### src/rtl/plipnr_pkg.sv
`timescale 1ns / 1ps
package plipnr_pkg;

  localparam int unsigned ShakeBit    = 7;
  localparam logic [15:0] HeaderLen   = 16'd14;
  localparam logic [7:0]  DrvAck      = 8'h01;
  localparam logic [7:0]  DrvHigh     = 8'h10;
  localparam logic [7:0]  DrvIdle     = 8'h00;

  localparam logic [15:0] SpinLimitRst  = 16'd500;
  localparam logic [15:0] MaxPayloadRst = 16'd1500;
  localparam logic [7:0]  ErrorLimitRst = 8'd100;

  localparam int unsigned CfgIdxW  = 2;
  localparam int unsigned CfgDataW = 16;

  typedef enum logic [CfgIdxW-1:0] {
    CFG_SPIN_LIMIT  = 2'd0,
    CFG_MAX_PAYLOAD = 2'd1,
    CFG_ERROR_LIMIT = 2'd2
  } cfg_idx_e;

  typedef enum logic [1:0] {
    PH_IDLE      = 2'd0,
    PH_WAIT_LOW  = 2'd1,
    PH_WAIT_HIGH = 2'd2
  } phase_e;

  typedef enum logic [1:0] {
    FS_LEN_LOW  = 2'd0,
    FS_LEN_HIGH = 2'd1,
    FS_BODY     = 2'd2,
    FS_CHECKSUM = 2'd3
  } field_e;

  // One result per request.
  typedef struct packed {
    logic [7:0] data_drive;
    logic [7:0] rx_byte;
    logic       byte_valid;
    logic       packet_end;
    logic       packet_error;
    logic       busy_res;
    logic       offline;
  } res_t;

  // Receiver status seen by the top level.
  typedef struct packed {
    logic busy;
    logic offline;
  } stat_t;

endpackage

### src/rtl/plipnr_seq.sv
`timescale 1ns / 1ps
module plipnr_seq (
  input  logic                            clk_i,
  input  logic                            rst_ni,
  input  logic                            cfg_we_i,
  input  logic [plipnr_pkg::CfgIdxW-1:0]  cfg_idx_i,
  input  logic [plipnr_pkg::CfgDataW-1:0] cfg_data_i,
  input  logic                            step_i,
  input  logic                            mode_i,
  input  logic [7:0]                      sample_i,
  output plipnr_pkg::res_t                res_o,
  output plipnr_pkg::stat_t               stat_o
);

  logic [15:0] spin_limit_q, max_payload_q;
  logic [7:0]  error_limit_q;

  plipnr_pkg::phase_e phase_q, phase_d;
  plipnr_pkg::field_e field_q, field_d;
  logic [7:0]  low_q, low_d;
  logic [15:0] spin_q, spin_d;
  logic [15:0] plen_q, plen_d;
  logic [15:0] taken_q, taken_d;
  logic [7:0]  err_cnt_q, err_cnt_d;
  logic        offline_q, offline_d;
  logic [7:0]  drive_q, drive_d;

  logic        fail, ok_end, end_flag, valid_flag;
  logic [7:0]  rx_val;
  logic [7:0]  rx_byte;
  logic [15:0] spin_dec;
  logic [15:0] taken_inc;
  logic [15:0] plen_full;
  logic [16:0] plen_limit;
  logic [8:0]  err_inc;

  always_ff @(posedge clk_i or negedge rst_ni) begin
    if (!rst_ni) begin
      spin_limit_q  <= plipnr_pkg::SpinLimitRst;
      max_payload_q <= plipnr_pkg::MaxPayloadRst;
      error_limit_q <= plipnr_pkg::ErrorLimitRst;
    end else if (cfg_we_i) begin
      unique case (cfg_idx_i)
        plipnr_pkg::CFG_SPIN_LIMIT:  spin_limit_q  <= cfg_data_i;
        plipnr_pkg::CFG_MAX_PAYLOAD: max_payload_q <= cfg_data_i;
        plipnr_pkg::CFG_ERROR_LIMIT: error_limit_q <= cfg_data_i[7:0];
        default: ;
      endcase
    end
  end

  assign rx_byte    = {sample_i[6:3], low_q[6:3]};
  assign spin_dec   = spin_q - 16'd1;
  assign taken_inc  = taken_q + 16'd1;
  assign plen_full  = {rx_byte, plen_q[7:0]};
  assign plen_limit = {1'b0, max_payload_q} + {1'b0, plipnr_pkg::HeaderLen};
  assign err_inc    = {1'b0, err_cnt_q} + 9'd1;

  always_comb begin
    phase_d    = phase_q;
    field_d    = field_q;
    low_d      = low_q;
    spin_d     = spin_q;
    plen_d     = plen_q;
    taken_d    = taken_q;
    err_cnt_d  = err_cnt_q;
    offline_d  = offline_q;
    drive_d    = drive_q;
    fail       = 1'b0;
    ok_end     = 1'b0;
    valid_flag = 1'b0;
    rx_val     = 8'h00;

    if (mode_i) begin
      if (phase_q == plipnr_pkg::PH_IDLE && !offline_q) begin
        drive_d = plipnr_pkg::DrvAck;
        field_d = plipnr_pkg::FS_LEN_LOW;
        plen_d  = 16'd0;
        taken_d = 16'd0;
        phase_d = plipnr_pkg::PH_WAIT_LOW;
        spin_d  = spin_limit_q;
      end
    end else begin
      unique case (phase_q)
        plipnr_pkg::PH_WAIT_LOW: begin
          if (!sample_i[plipnr_pkg::ShakeBit]) begin
            low_d   = sample_i;
            drive_d = plipnr_pkg::DrvHigh;
            phase_d = plipnr_pkg::PH_WAIT_HIGH;
          end else begin
            spin_d = spin_dec;
            fail   = (spin_dec == 16'd0);
          end
        end
        plipnr_pkg::PH_WAIT_HIGH: begin
          if (sample_i[plipnr_pkg::ShakeBit]) begin
            drive_d = plipnr_pkg::DrvIdle;
            unique case (field_q)
              plipnr_pkg::FS_LEN_LOW: begin
                plen_d  = {8'h00, rx_byte};
                field_d = plipnr_pkg::FS_LEN_HIGH;
                phase_d = plipnr_pkg::PH_WAIT_LOW;
                spin_d  = spin_limit_q;
              end
              plipnr_pkg::FS_LEN_HIGH: begin
                plen_d = plen_full;
                if ({1'b0, plen_full} > plen_limit) begin
                  fail = 1'b1;
                end else begin
                  field_d = (plen_full == 16'd0) ? plipnr_pkg::FS_CHECKSUM
                                                 : plipnr_pkg::FS_BODY;
                  phase_d = plipnr_pkg::PH_WAIT_LOW;
                  spin_d  = spin_limit_q;
                end
              end
              plipnr_pkg::FS_BODY: begin
                if (taken_q >= plipnr_pkg::HeaderLen) begin
                  valid_flag = 1'b1;
                  rx_val     = rx_byte;
                end
                taken_d = taken_inc;
                if (taken_inc >= plen_q) field_d = plipnr_pkg::FS_CHECKSUM;
                phase_d = plipnr_pkg::PH_WAIT_LOW;
                spin_d  = spin_limit_q;
              end
              default: begin
                // checksum byte: ignore value, close the packet
                if (plen_q <= plipnr_pkg::HeaderLen) begin
                  fail = 1'b1;
                end else begin
                  ok_end    = 1'b1;
                  err_cnt_d = 8'd0;
                  phase_d   = plipnr_pkg::PH_IDLE;
                end
              end
            endcase
          end else begin
            spin_d = spin_dec;
            fail   = (spin_dec == 16'd0);
          end
        end
        default: ;
      endcase
    end

    if (fail) begin
      drive_d = plipnr_pkg::DrvIdle;
      phase_d = plipnr_pkg::PH_IDLE;
      if (err_inc > {1'b0, error_limit_q}) begin
        offline_d = 1'b1;
        err_cnt_d = 8'd0;
      end else begin
        err_cnt_d = err_inc[7:0];
      end
    end
  end

  assign end_flag = fail | ok_end;

  always_ff @(posedge clk_i or negedge rst_ni) begin
    if (!rst_ni) begin
      phase_q   <= plipnr_pkg::PH_IDLE;
      field_q   <= plipnr_pkg::FS_LEN_LOW;
      low_q     <= 8'd0;
      spin_q    <= 16'd0;
      plen_q    <= 16'd0;
      taken_q   <= 16'd0;
      err_cnt_q <= 8'd0;
      offline_q <= 1'b0;
      drive_q   <= 8'd0;
    end else if (step_i) begin
      phase_q   <= phase_d;
      field_q   <= field_d;
      low_q     <= low_d;
      spin_q    <= spin_d;
      plen_q    <= plen_d;
      taken_q   <= taken_d;
      err_cnt_q <= err_cnt_d;
      offline_q <= offline_d;
      drive_q   <= drive_d;
    end
  end

  assign res_o.data_drive   = drive_d;
  assign res_o.rx_byte      = rx_val;
  assign res_o.byte_valid   = valid_flag;
  assign res_o.packet_end   = end_flag;
  assign res_o.packet_error = fail;
  assign res_o.busy_res     = (phase_d != plipnr_pkg::PH_IDLE);
  assign res_o.offline      = offline_d;

  assign stat_o.busy    = (phase_q != plipnr_pkg::PH_IDLE);
  assign stat_o.offline = offline_q;

endmodule

### src/rtl/plipnr_out_reg.sv
`timescale 1ns / 1ps
module plipnr_out_reg (
  input  logic             clk_i,
  input  logic             rst_ni,
  input  logic             load_i,
  input  plipnr_pkg::res_t res_i,
  input  logic             take_i,
  output logic             free_o,
  output logic             valid_o,
  output plipnr_pkg::res_t res_o
);

  logic             valid_q;
  plipnr_pkg::res_t res_q;

  // Slot is free when empty or drained in this cycle.
  assign free_o = !valid_q || take_i;

  always_ff @(posedge clk_i or negedge rst_ni) begin
    if (!rst_ni) begin
      valid_q <= 1'b0;
    end else if (load_i) begin
      valid_q <= 1'b1;
    end else if (take_i) begin
      valid_q <= 1'b0;
    end
  end

  always_ff @(posedge clk_i) begin
    if (load_i) begin
      res_q <= res_i;
    end
  end

  assign valid_o = valid_q;
  assign res_o   = res_q;

endmodule

### src/rtl/plip_nibble_receiver_core.sv
`timescale 1ns / 1ps
// PLIP nibble-mode receiver, compatible framing.
// Slave channel: one request per status poll. tuser = mode (0 status sample,
// 1 remote start), tdata = parallel port status byte (bit 7 shake, 6..3 nibble).
// Master channel: exactly one result per request. tlast = packet_end,
// tuser = byte_valid, tdata from bit 0: data_drive[7:0], rx_byte[15:8],
// packet_error, busy_res, offline, zero padding to 24 bits.
// Configuration: cfg_we_i writes cfg_data_i into register cfg_idx_i
// (0 spin_limit, 1 max_payload, 2 error_limit); index 3 is ignored.
// From request to result, the request lands in an input register, the
// sequencer evaluates it combinationally against the receiver state and the
// result goes to the output register.
// Throughput is one request per cycle while the master side takes results.
// When the master side stalls, the output register holds its result, the
// input register holds the next request, and s_axis_tready drops after that.
// Reset loads the default configuration, returns to idle and clears offline.
module plip_nibble_receiver_core (
  input  logic                            clk_i,
  input  logic                            rst_ni,
  input  logic                            s_axis_tvalid,
  output logic                            s_axis_tready,
  input  logic [7:0]                      s_axis_tdata,   // status_sample
  input  logic                            s_axis_tuser,   // mode
  output logic                            m_axis_tvalid,
  input  logic                            m_axis_tready,
  output logic [23:0]                     m_axis_tdata,   // data_drive, rx_byte,
                                                          // packet_error, busy_res,
                                                          // offline, pad
  output logic                            m_axis_tuser,   // byte_valid
  output logic                            m_axis_tlast,   // packet_end
  input  logic                            cfg_we_i,
  input  logic [plipnr_pkg::CfgIdxW-1:0]  cfg_idx_i,
  input  logic [plipnr_pkg::CfgDataW-1:0] cfg_data_i
);

  logic             in_valid_q;
  logic             in_mode_q;
  logic [7:0]       in_sample_q;
  logic             advance, out_free;
  plipnr_pkg::res_t res_comb, res_out;
  plipnr_pkg::stat_t stat;

  assign advance       = in_valid_q && out_free;
  assign s_axis_tready = !in_valid_q || advance;

  always_ff @(posedge clk_i or negedge rst_ni) begin
    if (!rst_ni) begin
      in_valid_q <= 1'b0;
    end else if (s_axis_tready) begin
      in_valid_q <= s_axis_tvalid;
    end
  end

  always_ff @(posedge clk_i) begin
    if (s_axis_tready && s_axis_tvalid) begin
      in_mode_q   <= s_axis_tuser;
      in_sample_q <= s_axis_tdata;
    end
  end

  plipnr_seq u_seq (
    .clk_i      (clk_i),
    .rst_ni     (rst_ni),
    .cfg_we_i   (cfg_we_i),
    .cfg_idx_i  (cfg_idx_i),
    .cfg_data_i (cfg_data_i),
    .step_i     (advance),
    .mode_i     (in_mode_q),
    .sample_i   (in_sample_q),
    .res_o      (res_comb),
    .stat_o     (stat)
  );

  plipnr_out_reg u_out (
    .clk_i   (clk_i),
    .rst_ni  (rst_ni),
    .load_i  (advance),
    .res_i   (res_comb),
    .take_i  (m_axis_tready),
    .free_o  (out_free),
    .valid_o (m_axis_tvalid),
    .res_o   (res_out)
  );

  assign m_axis_tdata = {5'd0, res_out.offline, res_out.busy_res, res_out.packet_error,
                         res_out.rx_byte, res_out.data_drive};
  assign m_axis_tuser = res_out.byte_valid;
  assign m_axis_tlast = res_out.packet_end;

  // Offline always leaves the receiver idle.
  a_offline_idle: assert property (@(posedge clk_i) disable iff (!rst_ni)
    stat.offline |-> !stat.busy)
    else $error("receiver busy while offline");

  // Offline is sticky until reset.
  a_offline_sticky: assert property (@(posedge clk_i) disable iff (!rst_ni)
    stat.offline |=> stat.offline)
    else $error("offline cleared without reset");

  // A result never carries a payload byte and a packet end together.
  a_byte_not_end: assert property (@(posedge clk_i) disable iff (!rst_ni)
    m_axis_tvalid |-> !(res_out.byte_valid && res_out.packet_end))
    else $error("payload byte flagged as packet end");

  // Errors are only reported at a packet end.
  a_err_at_end: assert property (@(posedge clk_i) disable iff (!rst_ni)
    m_axis_tvalid && res_out.packet_error |-> res_out.packet_end)
    else $error("packet error without packet end");

endmodule
### config.mk
export PLATFORM = sky130hd
export DESIGN_NAME = plip_nibble_receiver_core
export DESIGN_NICKNAME = d
export VERILOG_FILES = /design/src/rtl/plipnr_pkg.sv /design/src/rtl/plipnr_seq.sv /design/src/rtl/plipnr_out_reg.sv /design/src/rtl/plip_nibble_receiver_core.sv
export SDC_FILE = /design/constraint.sdc
export NUM_CORES = 1
export LEC_CHECK = 0
export ABC_AREA = 1
export BUFFER_PORTS_ARGS = -buffer_cell sky130_fd_sc_hd__buf_4
export CORE_UTILIZATION = 60
export CTS_CLUSTER_SIZE = 12
export DETAILED_ROUTE_END_ITERATION = 6
export PLACE_DENSITY_LB_ADDON = 0.25
export SYNTH_ARGS = -nofsm -noshare
export SYNTH_HDL_FRONTEND = slang
export SYNTH_SLANG_ARGS = --single-unit
### constraint.sdc
create_clock -name clk_i -period 3.7 [get_ports clk_i]
set_input_delay 0.74 -clock clk_i [delete_from_list [all_inputs] [get_ports clk_i]]
set_output_delay 0.74 -clock clk_i [all_outputs]
set_load 0.1 [all_outputs]
== Word level (Yosys, flattened, before mapping) ==
Cells that the tools add are included.
Storage, ports and cells
  output and inout bits: 28
  register bits: 148
  input bits: 32
Operators by class
  equal/unequal tests: 16
  muxes and demuxes: 63
  $lt $le $gt $ge: 5
  bitwise gates (word level): 6
  add/subtract/negate cells: 4
  reductions and logical operators: 38
Operator list (number)
  16-bit 2-to-1 mux: 13
  8-bit 2-to-1 mux: 12
  16-bit case mux with 2 select lines: 3
  16-bit zero test: 2
  2-bit 2-to-1 mux: 13
  6-bit AND reduction: 3
  16-bit by 4-bit adder with 17-bit output (second input constant): 1
  16-bit by 17-bit > comparator with 1-bit output: 1
  16-bit by 1-bit adder with 16-bit output (second input constant): 1
  16-bit greater-or-equal comparator: 1
  16-bit by 4-bit greater-or-equal comparator with 1-bit output (second input constant): 1
  16-bit by 4-bit <= comparator with 1-bit output (second input constant): 1
  1-bit 2-to-1 mux: 16
  8-bit case mux with 2 select lines: 1
  2-bit nonzero test: 8
  16-bit by 1-bit subtractor with 16-bit output (second input constant): 1
  5-bit inequality test (second input constant): 2
  5-bit AND reduction: 2
  8-bit by 1-bit adder with 9-bit output (second input constant): 1
  9-bit by 8-bit > comparator with 1-bit output: 1
  2-bit by 1-bit inequality test with 1-bit output (second input constant): 4
  2-bit case mux with 2 select lines: 2
  7-bit AND reduction: 1
  2-bit by 1-bit equality test with 1-bit output (second input constant): 3
  20 further kinds: 38

== Depth between registers and ports, before layout ==
  depth in word-level cells: 9
  gate-level depth with buffers: 26
  depth with buffers taken out: 26

== By module ==
Synthesis repeated with hierarchy kept, for this count alone.
Unflattened totals
  cells, all modules: 1035
  area total of the unflattened synthesis: 8406.8 um^2
By module, submodules not included
  plipnr_seq: cells an instance 986, seq. area each 2847.7 um^2, area each 7367.1 um^2, times used 1
  plipnr_out_reg: cells an instance 26, seq. area each 655.6 um^2, area each 675.6 um^2, times used 1
  plip_nibble_receiver_core: cells an instance 23, seq. area each 295.3 um^2, area each 364.1 um^2, times used 1

== Worst setup path after synthesis ==
No wires, ideal clock.
  path type: register -> register
  start point: reg u_seq.max_payload_q[2]
  end point: reg u_out.res_q, in the netlist u_out.res_o[14] (data pin)
  clock period less this slack: 2.988 ns
  path buffers: 1
  stages on the path, launching flop included: 25
  arrival time: 2.736 ns
  setup slack: 0.712 ns
  cell sequence: dfstp_2 -> inv_1 -> ha_1 -> nand2_1 -> nand4_1 -> nor2_1 -> nand3_1 -> xor2_1 -> ha_1 -> inv_1 -> nor2_1 -> nand2_1 -> nand2_1 -> o21ai_0 -> nand2_1 -> nand3_1 -> nand2_1 -> nand2_1 -> nand2_1 -> nand2_1 -> nand2_2 -> nand2_4 -> buf_4 -> nand3_1 -> inv_1
RTL lines
  start, declared: RTL line plipnr_seq.sv:15  | logic [15:0] spin_limit_q, max_payload_q;
  start signal, assigned: RTL line plipnr_seq.sv:40  | max_payload_q <= plipnr_pkg::MaxPayloadRst;
  start signal, assigned: RTL line plipnr_seq.sv:45  | plipnr_pkg::CFG_MAX_PAYLOAD: max_payload_q <= cfg_data_i;
  end signal, assigned: RTL line plipnr_out_reg.sv:31  | res_q <= res_i;
  end, declared: RTL line plipnr_out_reg.sv:14  | plipnr_pkg::res_t res_q;

== Final worst setup path ==
  start point: reg u_seq.max_payload_q[4]
  end point: reg u_seq.err_cnt_q[1]
Between the ends
  cells in the longest elaborated chain, start to end: 9
  elaborated cells between the ends (all ways): 14
  those cells by class: add/sub (1); order compare (1); eq/ne (3); mux (6); reduce/logical (3)
RTL lines
  16-bit by 4-bit adder with 17-bit output *: RTL line plipnr_seq.sv:56  | assign plen_limit = {1'b0, max_payload_q} + {1'b0, plipnr_pkg::HeaderLen};
  16-bit by 17-bit > comparator with 1-bit output *: RTL line plipnr_seq.sv:107  | if ({1'b0, plen_full} > plen_limit) begin
  1-bit 2-to-1 mux *: RTL line plipnr_seq.sv:107
  1-bit case mux with 2 select lines *: RTL line plipnr_seq.sv:98  | unique case (field_q)
  1-bit 2-to-1 mux *: RTL line plipnr_seq.sv:96  | if (sample_i[plipnr_pkg::ShakeBit]) begin
  1-bit case mux with 2 select lines *: RTL line plipnr_seq.sv:84  | unique case (phase_q)
  1-bit 2-to-1 mux *: RTL line plipnr_seq.sv:74  | if (mode_i) begin
  2-bit by 1-bit inequality test with 1-bit output (no source line) or 2-bit nonzero test (tied branches)
  6-bit AND reduction (no source line)
  end signal, assigned: RTL line plipnr_seq.sv:178  | err_cnt_q <= err_cnt_d;
  end, declared: RTL line plipnr_seq.sv:24  | logic [7:0] err_cnt_q, err_cnt_d;
Mark *: on every way between the ends. The rest lies on a longest branch, timed or not.
A chain may end at the register's enable or synchronous reset.

==> flow_summary.json <==
{
  "ys_warn_count": 0,
  "async_reset_ff_share_pct": 81.0,
  "yosys_register_bits": 142,
  "drc": 0,
  "ys.flop_type": "dfrtp_1",
  "grt_max_degree": 86,
  "drt_iter0_drc": 496,
  "n_antenna_cell": 0,
  "yosysMostFrequentCell": "nand2_1",
  "grt_overflow_total": 0,
  "antenna_found_initial": 0,
  "clockBufferDepth": 2,
  "synth_cell_types": 43,
  "ir_drop_mv": 0.506,
  "vias": 7002,
  "switching_share_pct": 40.7,
  "cts_buffers": 17,
  "start_kind": "flip-flop",
  "finalCritPeriodShare_pct": 91.9,
  "holdPathStages": 2,
  "period_minus_slack_ns": 3.40,
  "skew_ns": 0.00977,
  "die_x_um": 119,
  "io_pins": 60,
  "place_congestion": 0.899,
  "power.switching_mw": 2.82,
  "holdBufCountCts": 0,
  "num_rows": 42,
  "fmax_ghz": 0.294,
  "p_leak_nw": 4.57,
  "netlist_instances": 1010,
  "cts_tree": "built",
  "cap_violations": 0,
  "rrSetupSlack_ns": 0.30,
  "power_frac_comb_pct": 37.9,
  "dp_hpwl_um": 12700,
  "internal_power_mw": 4.12,
  "synth.area.top_cells": "dfrtp_1 30%, nand2_1 11%, edfxtp_1 9.9%",
  "die-height_um": 119,
  "crit_path_max_fanout": 8,
  "die_area_mm2": 0.0141,
  "synth_top_area_cell": "dfrtp_1",
  "path_class": "reg -> reg",
  "via_per_inst": 5.55,
  "synth_area_mm2": 0.00819,
  "clk-insertion-delay-late_ns": 0.43,
  "power.density_mw_per_mm2": 732,
  "p_seq_share_pct": 35.2,
  "io_buffers": 51,
  "whs_ns": 0.471,
  "final_nets": 1157,
  "wl_per_cell_um": 15.0,
  "final_antenna_net_count": 0,
  "drive_gt1_share_pct": 13.3,
  "syn2layout_area_growth_pct": 15.9,
  "start_util_pct": 61.6,
  "first_pass_iters": 5,
  "root_buffer": "clkbuf_16",
  "core_area_mm2": 0.0133,
  "drt-total-wl_um": 19000,
  "ys_seq_area_share_pct": 45.3,
  "synth_edf_count": 27,
  "worst_slew_pin_slew_ns": 1.07,
  "rr_worst_depth": 24,
  "end_kind": "flip-flop",
  "slew_headroom_pct": 28.8,
  "synth_commonest_cells": "232 x nand2_1, 147 x inv_1, 99 x dfrtp_1, 92 x o21ai_0, 79 x nor2_1",
  "grt_pass1_vias": 6642,
  "htreeDepth": 4,
  "track_usage_pct": 28.2,
  "grt_pass1_wl_um": 31300,
  "maxSlewViolCount": 0,
  "hold_violations": 0,
  "cts.sinks": 142,
  "yosysTopAreaCellShare_pct": 30.3,
  "outcome": "complete, no violations",
  "power.share.clock_pct": 26.9,
  "p_total_mw": 6.94,
  "setup_viol": 0,
  "arrival_ns": 3.72,
  "syn_area_per_cell_um2": 8.11,
  "hp-class": "reg -> reg",
  "clkTransAtPathRegs_ns": 0.06,
  "cp.required_ns": 4.01
}
[cell families after synthesis]
family / count (synthesis) / synth area share, %
XOR/XNOR: 34 / 3.64
other: 1 / 0.0458
adder cells (fa/ha/maj): 53 / 8.10
AO/OA/AOI/OAI: 155 / 10.4
AND/OR/NAND/NOR: 447 / 23.8
buffers and inverters: 177 / 8.60
multiplexers: 1 / 0.122
flip-flops: 142 / 45.3
[critical path, stage by stage, from the launching register on]
cell and delay (ns):
dfstp_2 0.59, nand2_1 0.10, nor2_4 0.19, nand4_1 0.16, nor2_2 0.16, nand3_1 0.09, xor2_1 0.17, ha_1 0.32
inv_1 0.05, nor2_2 0.12, nand2_1 0.06, nand2_1 0.05, o21ai_0 0.07, nand2_1 0.12, nand3_1 0.10, nand2_1 0.07
nand2_1 0.05, nand2_2 0.08, nand2_2 0.07, nand2_4 0.15, nand2_8 0.10, nand2_8 0.15, nand2_4 0.09, nand2_1 0.10
nand2_1 0.06
[what timing repair did]
action | 4_1_cts | 5_1_grt
gates resized for setup | 0 | 11
setup endpoints to repair | 0 | 41
buffers inserted | 0 | 6
[stage by stage]
stage,util (%),instance area (um2),instances,worst slack (ns),TNS (ns)
2_1_floorplan,-,8200,1014,0.712,0
3_3_place_gp,65.5,8710,1220,0.244,0
3_5_place_dp,65.5,8710,1220,0.114,0
4_1_cts,70.4,9360,1252,0.0847,0
5_1_grt,71.4,9490,1261,-0.0136,-0.0136
6_report,71.4,9490,1261,0.298,0
[metal layers]
| metal | global-route usage, % | share of wire, % | vias up |
|---|---|---|---|
| met2 | 47.6 | 49 | 197 |
| li1 | - | - | 3415 |
| met1 | 35.4 | 44 | 3353 |
| met4 | 9.97 | 2.3 | 0 |
| met5 | 0 | 0 | - |
| met3 | 6.61 | 5.3 | 37 |
[final cells by class]
class	instances	area [um2]
inverters	149	563
clock inverters	14	216
repair buffers	64	493
clock buffers	18	429
multi-input cells	697	3850
fillers	1030	3810
repair inverters	1	7.51
flip-flops and latches	142	3710
well taps	176	220
[registers in the layout (all words and copies together) (netlist names), 2 cells and up]
signal / cells
u_seq.field_q: 2
u_seq.error_limit_q: 8
u_seq.plen_q: 16
u_seq.err_cnt_q: 8
u_seq.spin_limit_q: 16
u_seq.max_payload_q: 16
u_seq.taken_q: 16
u_seq.spin_q: 16
in_sample_q: 5
u_seq.low_q: 4
u_seq.drive_q: 8
u_out.res_o: 21
u_seq.phase_q: 2
[path summary, 6_finish.rpt]
path                                               startpoint                             end
max                        u_seq.max_payload_q[4]$_DFFE_PN1P_  u_seq.err_cnt_q[1]$_DFFE_PN0P_
min                            u_seq.err_cnt_q[7]$_DFFE_PN0P_  u_seq.err_cnt_q[7]$_DFFE_PN0P_
max reg2reg                u_seq.max_payload_q[4]$_DFFE_PN1P_  u_seq.err_cnt_q[1]$_DFFE_PN0P_
min reg2reg                    u_seq.err_cnt_q[7]$_DFFE_PN0P_  u_seq.err_cnt_q[7]$_DFFE_PN0P_
max in group asynchronous                              rst_ni       u_out.valid_o$_DFFE_PN0P_
min in group asynchronous                              rst_ni     u_seq.spin_q[8]$_DFFE_PN0P_
[power groups by stage]
stage                     logic (mW)  registers [mW]  clock network [mW]
final                           2.64            2.44                1.87
after global routing            2.98            2.49                1.94
after CTS                       2.57            2.44                1.88
after detailed placement        2.51            2.46                   0
after global placement          2.44            2.44                   0
after floorplan                 1.63            2.72                   0
[layout by cell type (no fill, tap or decap), drive strengths merged]
cell | synthesis | routed
o211ai | 8 | 8
mux2i | 1 | 1
nand2 | 237 | 239
a21oi | 29 | 29
dfstp | 16 | 16
conb | 1 | 5
o31ai | 1 | 1
nand4 | 17 | 17
edfxtp | 27 | 27
buf | 13 | 64
bufinv | 0 | 5
o41ai | 1 | 1
a31o | 1 | 1
a31oi | 4 | 4
ha | 53 | 53
a211oi | 2 | 2
nor2 | 93 | 93
o21ai | 92 | 92
clkinvlp | 0 | 6
xor2 | 26 | 26
o22ai | 10 | 10
o21a | 1 | 1
nor4 | 8 | 8
nand3 | 78 | 78
dfrtp | 99 | 99
nand3b | 4 | 4
a41oi | 1 | 1
nor3 | 9 | 9
clkbuf | 15 | 18
o32ai | 1 | 1
a21o | 3 | 3
clkinv | 1 | 5
nor3b | 1 | 1
inv | 148 | 148
o221ai | 1 | 1
xnor2 | 8 | 8
No activity file was read; power rests on OpenSTA's default activity.
